### config.mk
export PLATFORM = sky130hd
export DESIGN_NAME = dtq_chain
export DESIGN_NICKNAME = d
export VERILOG_FILES = /design/src/rtl/dtq_pkg.sv /design/src/rtl/dtq_cell.sv /design/src/rtl/dtq_chain.sv
export SDC_FILE = /design/constraint.sdc
export NUM_CORES = 2
export LEC_CHECK = 0
export ABC_AREA = 1
export BUFFER_PORTS_ARGS = -buffer_cell sky130_fd_sc_hd__buf_4
export CORE_MARGIN = 1.5
export CORE_UTILIZATION = 62
export CTS_CLUSTER_DIAMETER = 100
export DETAILED_ROUTE_END_ITERATION = 12
export GPL_ROUTABILITY_DRIVEN = 1
export PLACE_DENSITY_LB_ADDON = 0.3
export SYNTH_ARGS = -nofsm -noshare
export SYNTH_HDL_FRONTEND = slang
export SYNTH_SLANG_ARGS = --single-unit
export TNS_END_PERCENT = 1
### constraint.sdc
create_clock -name clk -period 15.15 [get_ports clk]
set_clock_uncertainty 0.15 [all_clocks]
set_input_delay 1.515 -clock clk [delete_from_list [all_inputs] [get_ports clk]]
set_output_delay 1.515 -clock clk [all_outputs]
set_load 0.02 [all_outputs]
### src/rtl/dtq_pkg.sv
package dtq_pkg;

    localparam int ID_W   = 32;
    localparam int TIME_W = 48;
    localparam int DLY_W  = 32;
    localparam int CMD_W  = 3;
    localparam int KIND_W = 3;

    typedef logic [ID_W-1:0]   id_t;
    typedef logic [TIME_W-1:0] time_t;
    typedef logic [CMD_W-1:0]  cmd_t;
    typedef logic [KIND_W-1:0] kind_t;
    typedef logic [2:0]        op_t;

    localparam cmd_t CMD_AT       = 3'd0;
    localparam cmd_t CMD_DELAY    = 3'd1;
    localparam cmd_t CMD_CANCEL   = 3'd2;
    localparam cmd_t CMD_TICK     = 3'd3;
    localparam cmd_t CMD_SHUTDOWN = 3'd4;

    localparam kind_t K_ACCEPTED       = 3'd0;
    localparam kind_t K_FIRED          = 3'd1;
    localparam kind_t K_CANCELLED      = 3'd2;
    localparam kind_t K_NOTFOUND       = 3'd3;
    localparam kind_t K_FULL           = 3'd4;
    localparam kind_t K_AFTER_SHUTDOWN = 3'd5;
    localparam kind_t K_SHUTDOWN_DONE  = 3'd6;

    localparam op_t OP_HOLD         = 3'd0;
    localparam op_t OP_INSERT       = 3'd1;
    localparam op_t OP_REMOVE_ID    = 3'd2;
    localparam op_t OP_REMOVE_FRONT = 3'd3;
    localparam op_t OP_CLEAR        = 3'd4;

    typedef struct packed {
        logic  valid;
        id_t   id;
        time_t dl;
    } cell_t;

    typedef struct packed {
        op_t   op;
        id_t   key_id;
        time_t key_dl;
    } chain_ctrl_t;

    typedef struct packed {
        logic  full;
        logic  hit;
        cell_t front;
        cell_t second;
    } chain_stat_t;

    function automatic id_t next_id(input id_t id);
        next_id = (id == {ID_W{1'b1}}) ? id_t'(1) : id + id_t'(1);
    endfunction

endpackage

### src/rtl/dtq_cell.sv
module dtq_cell (
    input  logic                clk,
    input  logic                rst_n,
    input  dtq_pkg::chain_ctrl_t ctrl,
    input  dtq_pkg::cell_t      left,
    input  logic                left_keep,
    input  dtq_pkg::cell_t      right,
    input  logic                match_in,
    output dtq_pkg::cell_t      data,
    output logic                keep,
    output logic                match_out
);

    logic               valid_reg;
    logic               valid_next;
    dtq_pkg::id_t       id_reg;
    dtq_pkg::id_t       id_next;
    dtq_pkg::time_t     dl_reg;
    dtq_pkg::time_t     dl_next;
    logic               match_self;

    assign data.valid = valid_reg;
    assign data.id    = id_reg;
    assign data.dl    = dl_reg;

    assign keep       = valid_reg && (dl_reg <= ctrl.key_dl);
    assign match_self = valid_reg && (id_reg == ctrl.key_id);
    assign match_out  = match_in || match_self;

    always_comb
    begin
        valid_next = valid_reg;
        id_next    = id_reg;
        dl_next    = dl_reg;
        unique case (ctrl.op)
            dtq_pkg::OP_INSERT:
            begin
                priority if (keep)
                begin
                    valid_next = valid_reg;
                end
                else if (left.valid && !left_keep)
                begin
                    valid_next = left.valid;
                    id_next    = left.id;
                    dl_next    = left.dl;
                end
                else if (left_keep)
                begin
                    valid_next = 1'b1;
                    id_next    = ctrl.key_id;
                    dl_next    = ctrl.key_dl;
                end
                else
                begin
                    valid_next = valid_reg;
                end
            end
            dtq_pkg::OP_REMOVE_ID:
            begin
                if (match_out)
                begin
                    valid_next = right.valid;
                    id_next    = right.id;
                    dl_next    = right.dl;
                end
            end
            dtq_pkg::OP_REMOVE_FRONT:
            begin
                valid_next = right.valid;
                id_next    = right.id;
                dl_next    = right.dl;
            end
            dtq_pkg::OP_CLEAR:
            begin
                valid_next = 1'b0;
            end
            default:
            begin
                valid_next = valid_reg;
            end
        endcase
    end

    always_ff @(posedge clk or negedge rst_n)
    begin
        if (!rst_n)
        begin
            valid_reg <= 1'b0;
        end
        else
        begin
            valid_reg <= valid_next;
        end
    end

    always_ff @(posedge clk)
    begin
        id_reg <= id_next;
        dl_reg <= dl_next;
    end

endmodule

### src/rtl/dtq_chain.sv
module dtq_chain #(
    parameter int TASKS = 16
) (
    input  logic                 clk,
    input  logic                 rst_n,
    input  dtq_pkg::chain_ctrl_t ctrl,
    output dtq_pkg::chain_stat_t stat
);

    dtq_pkg::cell_t cells [TASKS];
    logic           keep  [TASKS];
    logic           match [TASKS+1];

    assign match[0] = 1'b0;

    for (genvar i = 0; i < TASKS; i++)
    begin : g_cell
        dtq_pkg::cell_t left_c;
        dtq_pkg::cell_t right_c;
        logic           left_k;

        if (i == 0)
        begin : g_first
            assign left_c = '0;
            assign left_k = 1'b1;
        end
        else
        begin : g_mid
            assign left_c = cells[i-1];
            assign left_k = keep[i-1];
        end

        if (i == TASKS - 1)
        begin : g_end
            assign right_c = '0;
        end
        else
        begin : g_inner
            assign right_c = cells[i+1];
        end

        dtq_cell u_cell (
            .clk       (clk),
            .rst_n     (rst_n),
            .ctrl      (ctrl),
            .left      (left_c),
            .left_keep (left_k),
            .right     (right_c),
            .match_in  (match[i]),
            .data      (cells[i]),
            .keep      (keep[i]),
            .match_out (match[i+1])
        );
    end

    assign stat.full  = cells[TASKS-1].valid;
    assign stat.hit   = match[TASKS];
    assign stat.front = cells[0];

    if (TASKS > 1)
    begin : g_second
        assign stat.second = cells[1];
    end
    else
    begin : g_no_second
        assign stat.second = '0;
    end

endmodule

Word-level counts from Yosys, hierarchy flattened
Cells that the tools add are included.
{ "classes": {"n_reduce_logical": 113, "mux": 234, "eq_ne": 67, "order_cmp": 16} }
{ "op_table": {"columns": ["cell", "count"], "rows": [
  ["48-bit two-way mux", 62],
  ["48-bit case mux with 3 select lines", 16],
  ["32-bit two-way mux", 62],
  ["32-bit case mux with 3 select lines", 16],
  ["48-bit less-or-equal comparator", 16],
  ["32-bit equality test", 16],
  ["4-bit AND reduction", 30],
  ["1-bit two-way mux", 62],
  ["1-bit case mux with 4 select lines", 15],
  ["1-bit logical AND", 47],
  ["3-bit by 1-bit != test with 1-bit output, second input constant", 15],
  ["2-bit by 1-bit != test with 1-bit output, second input constant", 16],
  ["2-bit != test, second input constant", 16],
  ["1-bit logical NOT", 15],
  ["1-bit logical OR", 15],
  ["3-bit by 2-bit equality test with 1-bit output, second input constant", 2],
  ["3-bit AND reduction", 2],
  ["3-bit nonzero test", 2],
  ["4-bit nonzero test", 1],
  ["3-bit by 1-bit equality test with 1-bit output, second input constant", 1],
  ["3-bit equality test, second input constant", 1],
  ["1-bit case mux with 3 select lines", 1],
  ["2-bit OR reduction", 1]
]} }
{ "totals": {"regBits": 1296, "input_bits": 85} }

Logic depth before layout (Yosys ltp)
{ "logic_depth": {"word_depth": 19, "mapped_depth": 21, "depth_no_buf": 20} }

By module
Synthesis repeated with hierarchy kept, for this count alone.
{ "unflattened": {"hier_cells": 12720, "area_unflattened_um2": 96151.0} }
{ "by_module_without_submodules": {"columns": ["mod", "area_each_um2", "seq_area_each_um2", "cells_each", "n_inst"], "rows": [
  ["dtq_cell (g_cell[0].u_cell ...)", 6012.0, 2427.3, 795, 15],
  ["dtq_cell (g_cell[9].u_cell)", 5955.7, 2427.3, 792, 1],
  ["dtq_chain", 15.0, 0.0, 3, 1]
]} }

Worst setup path after synthesis
OpenSTA, ideal clock, no wires.
{ "synth_path": {"kind": "input to register", "from": "input ctrl[39] (netlist name)", "to": "register g_cell[9].u_cell.dl_reg[0] (enable)", "setup_ns": 0.521, "required_time_ns": 14.479, "cell_stages": 16, "arrival_time_ns": 6.917, "n_path_buf": 1, "slack_ns": 7.562, "cell_sequence": "clkinv_1 clkbuf_1 ha_1 nand2_1 nor2_1 inv_1 or2_1 nor3_2 nand2_1 nand3_2 nand2_1 nand2_1 nand2_1 nand2_1 nand2_1 nor2_1"} }
{ "synth_via": {"elab_chain_len": 6, "word_cells_on_any_way": 9} }
{ "synth_rtl": {"columns": ["item", "line_no", "rtl"], "rows": [
  ["start: declaration", "dtq_chain.sv:6", "input dtq_pkg::chain_ctrl_t ctrl,"],
  ["48-bit less-or-equal comparator", "dtq_cell.sv:26", "assign keep = valid_reg && (dl_reg <= ctrl.key_dl);"],
  ["1-bit logical AND", "dtq_cell.sv:26", null],
  ["1-bit logical NOT", "dtq_cell.sv:42", "else if (left.valid && !left_keep)"],
  ["1-bit logical AND", "dtq_cell.sv:42", null],
  ["3-bit by 1-bit != test with 1-bit output (no line)", null, null],
  ["4-bit AND reduction (no line) (*)", null, null],
  ["end signal: assignment", "dtq_cell.sv:100", "dl_reg <= dl_next;"],
  ["end: declaration", "dtq_cell.sv:18", "dtq_pkg::time_t dl_reg;"]
]} }
Mark *: on every way between the ends. The rest lies on a longest branch, timed or not.
A chain may end at the register's enable or synchronous reset.

==> flow_summary.json <==
{
  "crit_chain": "buf_4 -> inv_2 -> buf_4 -> nand2_1 -> nand2_1 -> nor2_1 -> nand2_1 -> nor2_1 -> nand3_1 -> nor2_1 -> nor2_1 -> nand2_1 -> nor2_1 -> nand2_1 -> buf_4",
  "worst_pin_slew_ns": 1.245,
  "synthDistinctLibCells": 55,
  "dieArea_mm2": 0.1468,
  "maxSlewHeadroom_pct": 17.03,
  "ys_ff_latch": 1296,
  "final.min_clock_period_ns": 6.152,
  "final_common_cell": "nand2_1",
  "start_kind": "input pin",
  "cts_sinks": 1296,
  "report.final.slew_viol_count": 0,
  "wl_per_cell_um": 21.99,
  "antenna_found_initial": 1,
  "async_flop_share_pct": 1.235,
  "design_area_mm2": 0.09627,
  "ant_nets": 0,
  "synthToLayoutAreaGrowth_pct": 7.440,
  "synth_nets": 12153,
  "postCtsSetupBuffers": 0,
  "antenna_cells": 0,
  "hold_viol": 0,
  "cts_buffer_depth": 3,
  "ios": 249,
  "synth_ff_type": "edfxtp_1",
  "dpl_worst_slack_ns": 8.470,
  "ys_seq_area_share_pct": 43.35,
  "vias": 83426,
  "period_share_pct": 40.61,
  "io_buffers": 248,
  "root_buffer": "clkbuf_16",
  "hold_path_depth": 2,
  "total_leakage_power_nw": 40.64,
  "setup_ws_ns": 8.998,
  "grt_pass1_wl_um": 439700,
  "critPathMaxFanout": 29,
  "grt_pass1_vias": 76094,
  "min_from": "g_cell[15].u_cell.dl_reg[30]",
  "synth_edf_count": 1280,
  "dp.final_hpwl_um": 204800,
  "setup_viol": 0,
  "slowest_delay_ns": 0.65,
  "fillCellCount": 11539,
  "crit_slowest_cell": "nor2_1",
  "critPathKind": "in2out",
  "r2r.worst_path.cells": 12,
  "grt_max_degree": 268,
  "clk_pin_slew_ns": 0.06,
  "final-seq-area_mm2": 0.03884,
  "synth_cells": 11300,
  "layout_common_cells": "nand2_1 (3530), o21ai_0 (1484), edfxtp_1 (1280)",
  "path_delay_family": "simple AND/OR/NAND/NOR gates",
  "htree_levels": 4,
  "crit_required_ns": 13.49,
  "totalWireLength_um": 288200,
  "peakVddDrop_mv": 0.1439,
  "multi_input_area_mm2": 0.04576,
  "clock.fmax_mhz": 162.5,
  "initial_core_util_pct": 62.45,
  "placed_area_mm2": 0.09175,
  "cts-buffers-inserted": 146,
  "overflow": 0,
  "finalSetupTns_ns": 0,
  "endpoint_kind": "output port",
  "cp.depth": 15,
  "avgSynthCellArea_um2": 7.929,
  "nNetsFinal": 11947,
  "rsz0062_at_grt": "false",
  "gp_congestion": 1.010,
  "drt-initial-drc-count": 13172,
  "dr.pass1.iters": 9,
  "endpoint": "stat[162]",
  "drc": 0,
  "r2r-end": "g_cell[3].u_cell.dl_reg[21]",
  "arrival_ns": 4.49,
  "r2r_setup_slack_ns": 10.61,
  "clock_latency_ns": 0.81,
  "grt.total_usage_pct": 38.19,
  "core_mm2": 0.1435,
  "status": "finished, final reports clean",
  "yosys_warnings": 0,
  "cts-resized-gates": 0,
  "dieHeight_um": 383.2,
  "hold_slack_ns": 0.3979,
  "cts_tree": "built",
  "die-width_um": 383.2,
  "max_cap_violations": 0,
  "drive_above_1_share_pct": 5.838,
  "rows": 139,
  "largest_reg_flops": 768,
  "syn_area_mm2": 0.08960,
  "p_total_w": 0.01108,
  "cts_hold_buf": 0,
  "reg2reg_from": "g_cell[3].u_cell.dl_reg[15]",
  "routed_via_density": 6.365,
  "powerDensity_mw_per_mm2": 115.1,
  "hold_class": "reg2reg",
  "cp-startpoint": "ctrl[51]",
  "crit_buf_inv": 4
}
==> cell type report <==
cell class                 count  area share [%]
clock buffer                 198           4.251
clock inverter                59          0.4393
inverter                     523           2.050
multi-input combinational   8761           47.54
sequential                  1296           40.34
tap                         1903           2.473
timing repair buffer         366           2.906
==> cells by family after synthesis <==
kind of cell    share of synthesized area (%)
compound gates                          17.68
fa+ha+maj                               10.72
xor+xnor                                1.584
buf+inv                                 5.850
flops                                   43.35
simple gates                            20.82
==> layer usage <==
metal,routed length (µm),GRT usage (%),share of wire [%],up-vias
met5,9,0,0.0031,-
met4,15180,18.45,5.3,2
met3,40610,7.289,14,837
met2,119400,54.80,41,6053
met1,113100,55.34,39,38106
li1,-,-,-,38428
==> cells in the mapped netlist (7+ instances only) <==
library cell | instances | share of area, %
nand2_1 | 3530 | 15
xor2_1 | 101 | 0.99
xnor2_1 | 61 | 0.60
nand4_1 | 104 | 0.73
inv_2 | 25 | 0.10
nor2_1 | 783 | 3.3
buf_2 | 137 | 0.77
or2_2 | 7 | 0.049
o22ai_1 | 26 | 0.18
a21oi_1 | 1230 | 6.9
clkinv_1 | 47 | 0.20
dfrtp_1 | 16 | 0.45
inv_1 | 450 | 1.9
a31oi_1 | 14 | 0.098
nand3_1 | 151 | 0.84
nor4_1 | 13 | 0.091
buf_1 | 69 | 0.29
o21a_1 | 27 | 0.23
buf_6 | 30 | 0.38
nor3_1 | 68 | 0.38
o211ai_1 | 26 | 0.22
clkbuf_1 | 435 | 1.8
nand3_2 | 22 | 0.25
o21ai_0 | 1484 | 8.3
edfxtp_1 | 1280 | 43
buf_4 | 46 | 0.39
nand3b_1 | 11 | 0.092
o21ai_1 | 280 | 1.6
ha_1 | 768 | 11
==> stage by stage <==
step | utilization (%) | std cells
floorplan | - | 11300
global placement | 63.95 | 12849
detailed placement | 63.95 | 12849
CTS | 67.09 | 13106
global route | 67.09 | 13106
finish | 67.09 | 13106
==> report_power, final <==
group          switching, W  total, W  internal [W]
clock network       0.00150   0.00349       0.00198
logic               0.00181   0.00265      0.000840
registers          0.000427   0.00494       0.00451
==> worst min-delay path by stage <==
stage                              endpoint  slack, ns
4_1_cts        g_cell[14].u_cell.dl_reg[30]       0.40
6_report       g_cell[14].u_cell.dl_reg[30]       0.40
2_1_floorplan    g_cell[3].u_cell.valid_reg       0.36
3_5_place_dp   g_cell[14].u_cell.dl_reg[38]       0.39
5_1_grt        g_cell[14].u_cell.dl_reg[29]       0.43
3_3_place_gp   g_cell[14].u_cell.dl_reg[19]       0.38
==> worst min-delay path, delay by kind of cell (launching register included) <==
kind,cells,cell delay [ns]
and+or+nand+nor,2,0.10
DFF,1,0.34
Note: power is estimated with default switching activity, not from simulation.
